File: src/rtl/bpc_pkg.sv
// Shared types and constants for the barometric poll and compensation block.
// Holds the microcode word layout, the compensation program and the port layouts.
// Depends on nothing.
`timescale 1ns / 1ps

package bpc_pkg;

    localparam int IN_W  = 56;
    localparam int OUT_W = 56;
    localparam int ACC_W = 62;

    localparam logic [31:0] CONV_WAIT_MS     = 32'd9;
    localparam logic [15:0] TEMP_PERIOD_RST  = 16'd1000;
    localparam logic [15:0] PRESS_PERIOD_RST = 16'd20;

    typedef logic signed [ACC_W-1:0] acc_t;

    localparam acc_t TEMP_BASE = 62'sd16777216000;
    localparam acc_t P_MAX     = 62'sd2147483647;
    localparam acc_t P_MIN     = -62'sd2147483648;

    typedef enum logic [1:0] {
        ACT_NONE        = 2'd0,
        ACT_START_TEMP  = 2'd1,
        ACT_START_PRESS = 2'd2,
        ACT_READ        = 2'd3
    } action_t;

    typedef enum logic [2:0] {
        REG_SENS      = 3'd0,
        REG_OFF       = 3'd1,
        REG_SENS_TC   = 3'd2,
        REG_OFF_TC    = 3'd3,
        REG_TREF      = 3'd4,
        REG_TSENS     = 3'd5,
        REG_T_PERIOD  = 3'd6,
        REG_P_PERIOD  = 3'd7
    } cfg_reg_t;

    typedef enum logic [1:0] {
        ST_IDLE,
        ST_COMP,
        ST_EMIT
    } state_t;

    typedef struct packed {
        logic [15:0] sens;
        logic [15:0] off;
        logic [15:0] sens_tc;
        logic [15:0] off_tc;
        logic [15:0] tref;
        logic [15:0] tsens;
    } coeff_t;

    typedef struct packed {
        logic               done;
        logic signed [18:0] temperature;
        logic signed [31:0] pressure;
    } comp_result_t;

    typedef enum logic [1:0] {
        SEQ_WAIT,
        SEQ_NEXT,
        SEQ_END
    } seq_t;

    typedef enum logic [2:0] {
        ALU_NOP,
        ALU_DT,
        ALU_BASE,
        ALU_ADD_HI,
        ALU_TRUNC,
        ALU_FINISH
    } alu_op_t;

    typedef enum logic [1:0] {
        BASE_TEMP,
        BASE_OFF,
        BASE_SENS,
        BASE_PRESS
    } base_sel_t;

    typedef enum logic [1:0] {
        SH_23,
        SH_6,
        SH_7,
        SH_36
    } shift_sel_t;

    typedef enum logic [1:0] {
        DST_NONE,
        DST_TEMP,
        DST_OFF,
        DST_SENS
    } dst_t;

    typedef enum logic {
        MA_DT,
        MA_D1
    } mul_a_t;

    typedef enum logic [2:0] {
        MB_C6,
        MB_C4,
        MB_C3,
        MB_SLO,
        MB_SHI
    } mul_b_t;

    typedef struct packed {
        seq_t       seq;
        alu_op_t    alu;
        base_sel_t  base;
        shift_sel_t shift;
        dst_t       dst;
        logic       mul_en;
        mul_a_t     mul_a;
        mul_b_t     mul_b;
    } ucode_t;

    // Compensation program: dT, TEMP, OFF, SENS, then P in two partial products.
    function automatic ucode_t ucode(input logic [3:0] step);
        ucode_t w;
        w = '{SEQ_WAIT, ALU_NOP, BASE_TEMP, SH_23, DST_NONE, 1'b0, MA_DT, MB_C6};
        unique case (step)
            4'd0:  w = '{SEQ_WAIT, ALU_NOP,    BASE_TEMP,  SH_23, DST_NONE, 1'b0, MA_DT, MB_C6};
            4'd1:  w = '{SEQ_NEXT, ALU_DT,     BASE_TEMP,  SH_23, DST_NONE, 1'b0, MA_DT, MB_C6};
            4'd2:  w = '{SEQ_NEXT, ALU_NOP,    BASE_TEMP,  SH_23, DST_NONE, 1'b1, MA_DT, MB_C6};
            4'd3:  w = '{SEQ_NEXT, ALU_BASE,   BASE_TEMP,  SH_23, DST_NONE, 1'b0, MA_DT, MB_C6};
            4'd4:  w = '{SEQ_NEXT, ALU_TRUNC,  BASE_TEMP,  SH_23, DST_TEMP, 1'b1, MA_DT, MB_C4};
            4'd5:  w = '{SEQ_NEXT, ALU_BASE,   BASE_OFF,   SH_23, DST_NONE, 1'b1, MA_DT, MB_C3};
            4'd6:  w = '{SEQ_NEXT, ALU_TRUNC,  BASE_OFF,   SH_6,  DST_OFF,  1'b0, MA_DT, MB_C3};
            4'd7:  w = '{SEQ_NEXT, ALU_BASE,   BASE_SENS,  SH_7,  DST_NONE, 1'b0, MA_DT, MB_C3};
            4'd8:  w = '{SEQ_NEXT, ALU_TRUNC,  BASE_SENS,  SH_7,  DST_SENS, 1'b0, MA_DT, MB_C3};
            4'd9:  w = '{SEQ_NEXT, ALU_NOP,    BASE_PRESS, SH_36, DST_NONE, 1'b1, MA_D1, MB_SLO};
            4'd10: w = '{SEQ_NEXT, ALU_BASE,   BASE_PRESS, SH_36, DST_NONE, 1'b1, MA_D1, MB_SHI};
            4'd11: w = '{SEQ_NEXT, ALU_ADD_HI, BASE_PRESS, SH_36, DST_NONE, 1'b0, MA_D1, MB_SHI};
            4'd12: w = '{SEQ_NEXT, ALU_TRUNC,  BASE_PRESS, SH_36, DST_NONE, 1'b0, MA_D1, MB_SHI};
            4'd13: w = '{SEQ_END,  ALU_FINISH, BASE_PRESS, SH_36, DST_NONE, 1'b0, MA_D1, MB_SHI};
            default: w = '{SEQ_WAIT, ALU_NOP, BASE_TEMP, SH_23, DST_NONE, 1'b0, MA_DT, MB_C6};
        endcase
        return w;
    endfunction

endpackage

File: src/rtl/baro_poll_and_compensate.sv
// Top level: poll decision, sensor state, configuration registers and output register.
// Depends on bpc_pkg and bpc_comp.
`timescale 1ns / 1ps

// One poll is handled at a time. A poll that starts a conversion or does nothing
// goes from the transfer to the emit state, which writes its result into the output
// register. A poll that reads the sensor first runs the 13-step compensation
// program through the single 25x19 multiplier and 62-bit accumulator, and its
// result then goes through the emit state in the same way. The next poll is taken
// as soon as the result sits in the output register, even if it has not yet
// been taken; a result still waiting there holds the following one and stalls
// the input.
module baro_poll_and_compensate
(
    input  logic                     clk,
    input  logic                     rst_n,
    input  logic                     s_tvalid,
    output logic                     s_tready,
    input  logic [bpc_pkg::IN_W-1:0] s_tdata,   // now_ms[31:0], adc_word[55:32]
    output logic                     m_tvalid,
    input  logic                     m_tready,
    output logic [bpc_pkg::OUT_W-1:0] m_tdata,  // action[1:0], temperature_centi[20:2],
                                                // pressure_pa[52:21], new_data[53], zero[55:54]
    input  logic                     wr_en,
    input  logic [2:0]               wr_index,
    input  logic [15:0]              wr_data
);

    bpc_pkg::state_t        state_reg;
    bpc_pkg::state_t        state_next;
    bpc_pkg::coeff_t        coeff_reg;
    logic [15:0]            t_period_reg;
    logic [15:0]            p_period_reg;

    logic                   pending_reg;
    logic                   pending_next;
    logic                   pend_press_reg;
    logic                   pend_press_next;
    logic [31:0]            last_temp_reg;
    logic [31:0]            last_temp_next;
    logic [31:0]            last_press_reg;
    logic [31:0]            last_press_next;
    logic [31:0]            last_cmd_reg;
    logic [31:0]            last_cmd_next;
    logic [23:0]            raw_temp_reg;
    logic [23:0]            raw_temp_next;
    logic [23:0]            raw_press_reg;
    logic [23:0]            raw_press_next;
    logic signed [18:0]     rep_temp_reg;
    logic signed [18:0]     rep_temp_next;
    logic signed [31:0]     rep_press_reg;
    logic signed [31:0]     rep_press_next;
    logic                   new_data_reg;
    logic                   new_data_next;
    bpc_pkg::action_t       action_reg;
    bpc_pkg::action_t       action_next;
    logic                   m_tvalid_reg;
    logic                   m_tvalid_next;
    logic [bpc_pkg::OUT_W-1:0] m_tdata_reg;
    logic [bpc_pkg::OUT_W-1:0] m_tdata_next;

    logic                   accept;
    logic [31:0]            now_ms;
    logic [23:0]            adc_word;
    logic                   temp_due;
    logic                   press_due;
    logic                   read_due;
    logic                   go;
    bpc_pkg::comp_result_t  res;

    assign s_tready = (state_reg == bpc_pkg::ST_IDLE);
    assign accept   = s_tvalid && s_tready;
    assign now_ms   = s_tdata[31:0];
    assign adc_word = s_tdata[55:32];
    assign m_tvalid = m_tvalid_reg;
    assign m_tdata  = m_tdata_reg;

    assign temp_due  = !pending_reg && ((now_ms - last_temp_reg) > {16'b0, t_period_reg});
    assign press_due = !pending_reg && ((now_ms - last_press_reg) > {16'b0, p_period_reg});
    assign read_due  = pending_reg && ((now_ms - last_cmd_reg) > bpc_pkg::CONV_WAIT_MS);
    assign go        = accept && !temp_due && !press_due && read_due;

    bpc_comp u_comp
    (
        .clk       (clk),
        .rst_n     (rst_n),
        .go        (go),
        .raw_temp  (raw_temp_reg),
        .raw_press (raw_press_reg),
        .coeff     (coeff_reg),
        .res       (res)
    );

    always_comb
    begin
        state_next      = state_reg;
        pending_next    = pending_reg;
        pend_press_next = pend_press_reg;
        last_temp_next  = last_temp_reg;
        last_press_next = last_press_reg;
        last_cmd_next   = last_cmd_reg;
        raw_temp_next   = raw_temp_reg;
        raw_press_next  = raw_press_reg;
        rep_temp_next   = rep_temp_reg;
        rep_press_next  = rep_press_reg;
        new_data_next   = new_data_reg;
        action_next     = action_reg;
        m_tvalid_next   = m_tvalid_reg && !m_tready;
        m_tdata_next    = m_tdata_reg;

        unique case (state_reg)
            bpc_pkg::ST_IDLE:
            begin
                if (accept)
                begin
                    state_next  = bpc_pkg::ST_EMIT;
                    action_next = bpc_pkg::ACT_NONE;
                    priority if (temp_due)
                    begin
                        pending_next    = 1'b1;
                        pend_press_next = 1'b0;
                        new_data_next   = 1'b0;
                        last_cmd_next   = now_ms;
                        action_next     = bpc_pkg::ACT_START_TEMP;
                    end
                    else if (press_due)
                    begin
                        pending_next    = 1'b1;
                        pend_press_next = 1'b1;
                        new_data_next   = 1'b0;
                        last_cmd_next   = now_ms;
                        action_next     = bpc_pkg::ACT_START_PRESS;
                    end
                    else if (read_due)
                    begin
                        if (pend_press_reg)
                        begin
                            raw_press_next  = adc_word;
                            last_press_next = now_ms;
                        end
                        else
                        begin
                            raw_temp_next  = adc_word;
                            last_temp_next = now_ms;
                        end
                        pending_next = 1'b0;
                        action_next  = bpc_pkg::ACT_READ;
                        state_next   = bpc_pkg::ST_COMP;
                    end
                    else
                    begin
                        action_next = bpc_pkg::ACT_NONE;
                    end
                end
            end
            bpc_pkg::ST_COMP:
            begin
                if (res.done)
                begin
                    state_next = bpc_pkg::ST_EMIT;
                    if (res.temperature != rep_temp_reg || res.pressure != rep_press_reg)
                    begin
                        rep_temp_next  = res.temperature;
                        rep_press_next = res.pressure;
                        new_data_next  = 1'b1;
                    end
                    else
                    begin
                        new_data_next = 1'b0;
                    end
                end
            end
            bpc_pkg::ST_EMIT:
            begin
                if (!m_tvalid_reg || m_tready)
                begin
                    m_tvalid_next = 1'b1;
                    m_tdata_next  = {2'b00, new_data_reg, rep_press_reg, rep_temp_reg,
                                     action_reg};
                    state_next    = bpc_pkg::ST_IDLE;
                end
            end
            default:
            begin
                state_next = bpc_pkg::ST_IDLE;
            end
        endcase
    end

    always_ff @(posedge clk or negedge rst_n)
    begin
        if (!rst_n)
        begin
            coeff_reg    <= '0;
            t_period_reg <= bpc_pkg::TEMP_PERIOD_RST;
            p_period_reg <= bpc_pkg::PRESS_PERIOD_RST;
        end
        else if (wr_en)
        begin
            unique case (bpc_pkg::cfg_reg_t'(wr_index))
                bpc_pkg::REG_SENS:     coeff_reg.sens    <= wr_data;
                bpc_pkg::REG_OFF:      coeff_reg.off     <= wr_data;
                bpc_pkg::REG_SENS_TC:  coeff_reg.sens_tc <= wr_data;
                bpc_pkg::REG_OFF_TC:   coeff_reg.off_tc  <= wr_data;
                bpc_pkg::REG_TREF:     coeff_reg.tref    <= wr_data;
                bpc_pkg::REG_TSENS:    coeff_reg.tsens   <= wr_data;
                bpc_pkg::REG_T_PERIOD: t_period_reg      <= wr_data;
                bpc_pkg::REG_P_PERIOD: p_period_reg      <= wr_data;
                default:               t_period_reg      <= t_period_reg;
            endcase
        end
    end

    always_ff @(posedge clk or negedge rst_n)
    begin
        if (!rst_n)
        begin
            state_reg      <= bpc_pkg::ST_IDLE;
            pending_reg    <= 1'b0;
            pend_press_reg <= 1'b0;
            last_temp_reg  <= '0;
            last_press_reg <= '0;
            last_cmd_reg   <= '0;
            raw_temp_reg   <= '0;
            raw_press_reg  <= '0;
            rep_temp_reg   <= '0;
            rep_press_reg  <= '0;
            new_data_reg   <= 1'b0;
            action_reg     <= bpc_pkg::ACT_NONE;
            m_tvalid_reg   <= 1'b0;
        end
        else
        begin
            state_reg      <= state_next;
            pending_reg    <= pending_next;
            pend_press_reg <= pend_press_next;
            last_temp_reg  <= last_temp_next;
            last_press_reg <= last_press_next;
            last_cmd_reg   <= last_cmd_next;
            raw_temp_reg   <= raw_temp_next;
            raw_press_reg  <= raw_press_next;
            rep_temp_reg   <= rep_temp_next;
            rep_press_reg  <= rep_press_next;
            new_data_reg   <= new_data_next;
            action_reg     <= action_next;
            m_tvalid_reg   <= m_tvalid_next;
        end
    end

    always_ff @(posedge clk)
    begin
        m_tdata_reg <= m_tdata_next;
    end

    a_done_in_comp: assert property (@(posedge clk) disable iff (!rst_n)
        res.done |-> state_reg == bpc_pkg::ST_COMP)
        else $error("compensation finished outside a read");

    a_read_starts_comp: assert property (@(posedge clk) disable iff (!rst_n)
        go |=> state_reg == bpc_pkg::ST_COMP)
        else $error("read transfer did not start compensation");

    a_valid_from_emit: assert property (@(posedge clk) disable iff (!rst_n)
        $rose(m_tvalid_reg) |-> $past(state_reg == bpc_pkg::ST_EMIT))
        else $error("result shown without passing through emit");

    a_flag_from_done: assert property (@(posedge clk) disable iff (!rst_n)
        $rose(new_data_reg) |-> $past(res.done))
        else $error("new-data flag set without a finished compensation");

endmodule

File: src/rtl/bpc_comp.sv
// Microcoded compensation engine: step counter, program table, one multiplier, one accumulator.
// Depends on bpc_pkg.
`timescale 1ns / 1ps

module bpc_comp
(
    input  logic                  clk,
    input  logic                  rst_n,
    input  logic                  go,
    input  logic [23:0]           raw_temp,
    input  logic [23:0]           raw_press,
    input  bpc_pkg::coeff_t       coeff,
    output bpc_pkg::comp_result_t res
);

    logic [3:0]            step_reg;
    logic [3:0]            step_next;
    bpc_pkg::ucode_t       uw;

    logic signed [24:0]    dt_reg;
    logic signed [24:0]    dt_next;
    logic signed [43:0]    prod_reg;
    logic signed [43:0]    prod_next;
    bpc_pkg::acc_t         acc_reg;
    bpc_pkg::acc_t         acc_next;
    logic signed [18:0]    temp_reg;
    logic signed [18:0]    temp_next;
    logic signed [35:0]    off_reg;
    logic signed [35:0]    off_next;
    logic signed [35:0]    sens_reg;
    logic signed [35:0]    sens_next;

    logic signed [24:0]    mul_a;
    logic signed [18:0]    mul_b;
    bpc_pkg::acc_t         base;
    bpc_pkg::acc_t         prod_ext;
    bpc_pkg::acc_t         bias;
    bpc_pkg::acc_t         tsum;
    bpc_pkg::acc_t         tval;
    logic [5:0]            shamt;
    logic signed [31:0]    press_sat;

    assign uw = bpc_pkg::ucode(step_reg);

    always_comb
    begin
        unique case (uw.seq)
            bpc_pkg::SEQ_WAIT: step_next = go ? step_reg + 4'd1 : step_reg;
            bpc_pkg::SEQ_NEXT: step_next = step_reg + 4'd1;
            bpc_pkg::SEQ_END:  step_next = 4'd0;
            default:           step_next = 4'd0;
        endcase
    end

    always_comb
    begin
        unique case (uw.mul_a)
            bpc_pkg::MA_DT: mul_a = dt_reg;
            bpc_pkg::MA_D1: mul_a = $signed({1'b0, raw_press});
            default:        mul_a = dt_reg;
        endcase
        unique case (uw.mul_b)
            bpc_pkg::MB_C6:  mul_b = $signed({3'b000, coeff.tsens});
            bpc_pkg::MB_C4:  mul_b = $signed({3'b000, coeff.off_tc});
            bpc_pkg::MB_C3:  mul_b = $signed({3'b000, coeff.sens_tc});
            bpc_pkg::MB_SLO: mul_b = $signed({1'b0, sens_reg[17:0]});
            bpc_pkg::MB_SHI: mul_b = $signed({sens_reg[35], sens_reg[35:18]});
            default:         mul_b = '0;
        endcase
        prod_next = uw.mul_en ? mul_a * mul_b : prod_reg;
    end

    always_comb
    begin
        unique case (uw.base)
            bpc_pkg::BASE_TEMP:  base = bpc_pkg::TEMP_BASE;
            bpc_pkg::BASE_OFF:   base = bpc_pkg::acc_t'({coeff.off, 23'b0});
            bpc_pkg::BASE_SENS:  base = bpc_pkg::acc_t'({coeff.sens, 23'b0});
            bpc_pkg::BASE_PRESS: base = -(bpc_pkg::acc_t'(off_reg) <<< 21);
            default:             base = '0;
        endcase
        unique case (uw.shift)
            bpc_pkg::SH_23: shamt = 6'd23;
            bpc_pkg::SH_6:  shamt = 6'd6;
            bpc_pkg::SH_7:  shamt = 6'd7;
            bpc_pkg::SH_36: shamt = 6'd36;
            default:        shamt = 6'd0;
        endcase
        prod_ext = bpc_pkg::acc_t'(prod_reg);
        // truncate toward zero: bias negative values before the arithmetic shift
        bias = acc_reg[bpc_pkg::ACC_W-1]
             ? (bpc_pkg::acc_t'(1) <<< shamt) - bpc_pkg::acc_t'(1) : '0;
        tsum = acc_reg + bias;
        tval = tsum >>> shamt;
        if (acc_reg > bpc_pkg::P_MAX)
        begin
            press_sat = 32'sh7fffffff;
        end
        else if (acc_reg < bpc_pkg::P_MIN)
        begin
            press_sat = -32'sh80000000;
        end
        else
        begin
            press_sat = acc_reg[31:0];
        end
    end

    always_comb
    begin
        dt_next   = dt_reg;
        acc_next  = acc_reg;
        temp_next = temp_reg;
        off_next  = off_reg;
        sens_next = sens_reg;
        unique case (uw.alu)
            bpc_pkg::ALU_NOP:    acc_next = acc_reg;
            bpc_pkg::ALU_DT:     dt_next = $signed({1'b0, raw_temp})
                                         - $signed({1'b0, coeff.tref, 8'b0});
            bpc_pkg::ALU_BASE:   acc_next = base + prod_ext;
            bpc_pkg::ALU_ADD_HI: acc_next = acc_reg + (prod_ext <<< 18);
            bpc_pkg::ALU_TRUNC:
            begin
                acc_next = tval;
                unique case (uw.dst)
                    bpc_pkg::DST_NONE: acc_next = tval;
                    bpc_pkg::DST_TEMP: temp_next = tval[18:0];
                    bpc_pkg::DST_OFF:  off_next = tval[35:0];
                    bpc_pkg::DST_SENS: sens_next = tval[35:0];
                    default:           acc_next = tval;
                endcase
            end
            bpc_pkg::ALU_FINISH: acc_next = acc_reg;
            default:             acc_next = acc_reg;
        endcase
    end

    assign res.done        = (uw.alu == bpc_pkg::ALU_FINISH);
    assign res.temperature = temp_reg;
    assign res.pressure    = press_sat;

    always_ff @(posedge clk or negedge rst_n)
    begin
        if (!rst_n)
        begin
            step_reg <= 4'd0;
        end
        else
        begin
            step_reg <= step_next;
        end
    end

    always_ff @(posedge clk)
    begin
        dt_reg   <= dt_next;
        prod_reg <= prod_next;
        acc_reg  <= acc_next;
        temp_reg <= temp_next;
        off_reg  <= off_next;
        sens_reg <= sens_next;
    end

endmodule
File: config.mk
export PLATFORM = sky130hd
export DESIGN_NAME = baro_poll_and_compensate
export DESIGN_NICKNAME = d
export VERILOG_FILES = /design/src/rtl/bpc_pkg.sv /design/src/rtl/baro_poll_and_compensate.sv /design/src/rtl/bpc_comp.sv
export SDC_FILE = /design/constraint.sdc
export NUM_CORES = 2
export LEC_CHECK = 0
export ABC_AREA = 1
export BUFFER_PORTS_ARGS = -buffer_cell sky130_fd_sc_hd__buf_2
export CORE_ASPECT_RATIO = 2
export CORE_MARGIN = 2
export CORE_UTILIZATION = 55
export CTS_BUF_LIST = sky130_fd_sc_hd__clkbuf_16
export DETAILED_ROUTE_END_ITERATION = 8
export HOLD_SLACK_MARGIN = 0.02
export PLACE_DENSITY_LB_ADDON = 0.25
export SLEW_MARGIN = 20
export SYNTH_ARGS = -nofsm -noshare
export SYNTH_HDL_FRONTEND = slang
export SYNTH_HIERARCHICAL = 1
export SYNTH_SLANG_ARGS = --single-unit
File: constraint.sdc
create_clock -name clk -period 10.8 [get_ports clk]
set_input_delay 1.08 -clock clk [delete_from_list [all_inputs] [get_ports clk]]
set_output_delay 1.08 -clock clk [all_outputs]
set_load 0.01 [all_outputs]
==> metrics <==
TritonCTS clock tree=built; Syn. warnings=6; 1st-pass router iterations=9; max-cap viol count=1; number of synthesized flops with an enable pin=276; Hold Path Class=input pin to asynchronous set/reset pin; Site Rows=approximately 180; CP Class=register to register; final std cell area, no fill=a little under 70000 um2; Worst setup SP type=register; CP max FO=22; min Tclk post-route=9.43 ns; Most common cell on crit path=inv_1; 1st-iter DRT viols=5494; failing checks=design-rule violations, max-capacitance violations, max-slew violations; first-pass GRT wire length=416000 um; Worst Setup End Kind=register; DRC viols=3; Final Cycle Share=between 80% and 90%; Total GRT Usage=a little under half; Die ar.=around 120000 um2; global placement routability congestion=between 1 and 1.5; FF+latch count, synth=around 610; H-tree lvl count=2; RSZ-0062 raised after global routing=no; Reg clk slew, reported paths=~0.070 ns; commonest non-fill, non-tap cell in the layout=nand2_1; PortBufs=135; sequential area share after synthesis=approximately a quarter; setup_tns=0 ns; Hold Buf Count CTS=0; Initial Util=55.3%; slowest CP cell=fa_1; Core Footprint=between 100000 and 150000 um2; CP required=about 11 ns; most frequent cells in the layout=nand2_1 (2966), inv_1 (1667), nor2_1 (726), nand3_1 (590), fa_1 (477); Final setup viols=0; FILL cells=11300; CTS Buffer Depth=3; Fmax=about 0.11 GHz; max reg flops=96; final hold violation count=0; # Post-CTS Setup Buffers=0; initial antenna violation count=50; layout cells sized above 1=5.81%; largest net degree at the start of global routing=94; Die Y-Extent=491 um; Post-CTS Resized=0; prevailing post-synth register cell=dfrtp_1; Routed Antenna Nets=0; Placed Area=between 60000 and 70000 um2; synthesized instance count=about 9000; fin nets=approximately 10000; Worst slew margin=-2.21%; crit-path max cell delay=about 0.72 ns; total vias in the final route=~64000; Num CTS Buffers=57; mapped cell area=roughly 65000 um2; Avg Cell Area, Syn=between 7 and 8 um2; CTS root buffer=clkbuf_16; Tightest Pin Transition=1.53 ns; Avg Vias per Cell=a little under 6; Area growth, synth to finish=6.76%; GRT overflow=0; clock insertion delay at the later pin of the skew report=slightly above 0.7 ns; area of the multi-input gates=41000 um2; DP HPWL=approximately 230000 um; drt total wl=about 290000 um; Slew Limit Fails=4; Reg area=16700 um2; Routed wire per std cell=between 20 and 30 um; number of global-route vias before repair=about 65000; die span in x=247 um; Worst Skew=0.0442 ns; status=finished, violations left; io pins=~140; worst endpoint data arrival time=9.89 ns; TritonCTS Sinks=611; Yosys cell types=70; ys async rst share=54.8%
cell type report:
class                           instances  share of cell area, %
Sequential cell                       611                   24.0
Timing Repair Buffer                  221                   1.92
Tap cell                             1530                   2.76
Inverter                             1705                   9.22
Clock inverter                         48                  0.720
Antenna cell                           56                  0.202
Clock buffer                           59                   2.12
Multi-Input combinational cell       6669                   59.1
metrics by stage:
stage / setup slack (ns) / std cells / hold slack [ns] / utilization [%]
finish: 1.37 / 10900 / 0.389 / 59.1
global route: 0.948 / 10900 / 0.464 / 59.0
CTS: 1.58 / 10800 / 0.430 / 58.9
detailed placement: 1.60 / 10700 / 0.440 / 57.2
global placement: 1.70 / 10700 / 0.431 / 57.2
floorplan: 2.94 / 9201 / 0.425 / -
kinds of logic after synthesis:
logic type | Yosys count | synth area share, %
AOI/OAI and AO/OA | 930 | 7.96
xor gates and xnor gates | 172 | 2.31
adders and majority gates | 905 | 22.9
buffers and inverters | 1921 | 11.6
DFF | 611 | 25.6
muxes | 1 | 0.0154
other | 2 | 0.0115
and+or+nand+nor | 4645 | 29.5
synthesized netlist by cell type, types with 20 or more instances:
| master | instances | share of area, % |
|---|---|---|
| a21o_1 | 29 | 0.33 |
| a21oi_1 | 346 | 2.7 |
| a31oi_1 | 39 | 0.37 |
| and2_1 | 21 | 0.20 |
| buf_2 | 53 | 0.41 |
| buf_4 | 29 | 0.33 |
| buf_6 | 20 | 0.35 |
| clkbuf_1 | 100 | 0.58 |
| dfrtp_1 | 327 | 13 |
| edfxtp_1 | 276 | 13 |
| fa_1 | 477 | 15 |
| ha_1 | 428 | 8.2 |
| inv_1 | 1659 | 9.6 |
| inv_2 | 39 | 0.22 |
| nand2_1 | 2967 | 17 |
| nand2_2 | 34 | 0.33 |
| nand3_1 | 593 | 4.6 |
| nand3b_1 | 24 | 0.28 |
| nand4_1 | 63 | 0.61 |
| nor2_1 | 729 | 4.2 |
| nor2_2 | 29 | 0.28 |
| nor3_1 | 62 | 0.48 |
| nor4_1 | 24 | 0.23 |
| o21ai_0 | 371 | 2.9 |
| o21bai_1 | 29 | 0.33 |
| or2_2 | 38 | 0.37 |
| xnor2_1 | 51 | 0.69 |
| xor2_1 | 121 | 1.6 |
per-layer routing:
layer	track usage [%]	share of wire, %	vias up
met1	40.5	27	29700
met3	15.3	8.2	1791
li1	-	-	28800
met5	0.123	0.045	-
met2	79.5	48	3416
met4	59.6	16	18
worst paths after layout:
kind                                       end  slack [ns]          startpoint  cells past startpoint
max                        u_comp/prod_reg[41]        1.37  u_comp/step_reg[1]                     36
min                          raw_press_reg[11]        0.39               rst_n                      1
max reg2reg                u_comp/prod_reg[41]        1.37  u_comp/step_reg[1]                     36
min reg2reg                   u_comp/dt_reg[1]        0.46     raw_temp_reg[1]                      0
max in group asynchronous      t_period_reg[2]        8.27               rst_n                      3
min in group clk              u_comp/dt_reg[1]        0.46     raw_temp_reg[1]                      0
worst max-delay path, delay by kind of cell, from the launching register on:
kind / cells / cell delay, ns
adders and majority gates: 9 / 4.53
buffers and inverters: 11 / 1.65
xor gates and xnor gates: 1 / 0.14
AOI/OAI and AO/OA: 6 / 0.97
and+or+nand+nor: 9 / 1.35
DFF: 1 / 0.50
Power is not shown: default switching activity piles up to over one toggle a cycle in this logic, so the estimate is an artifact.
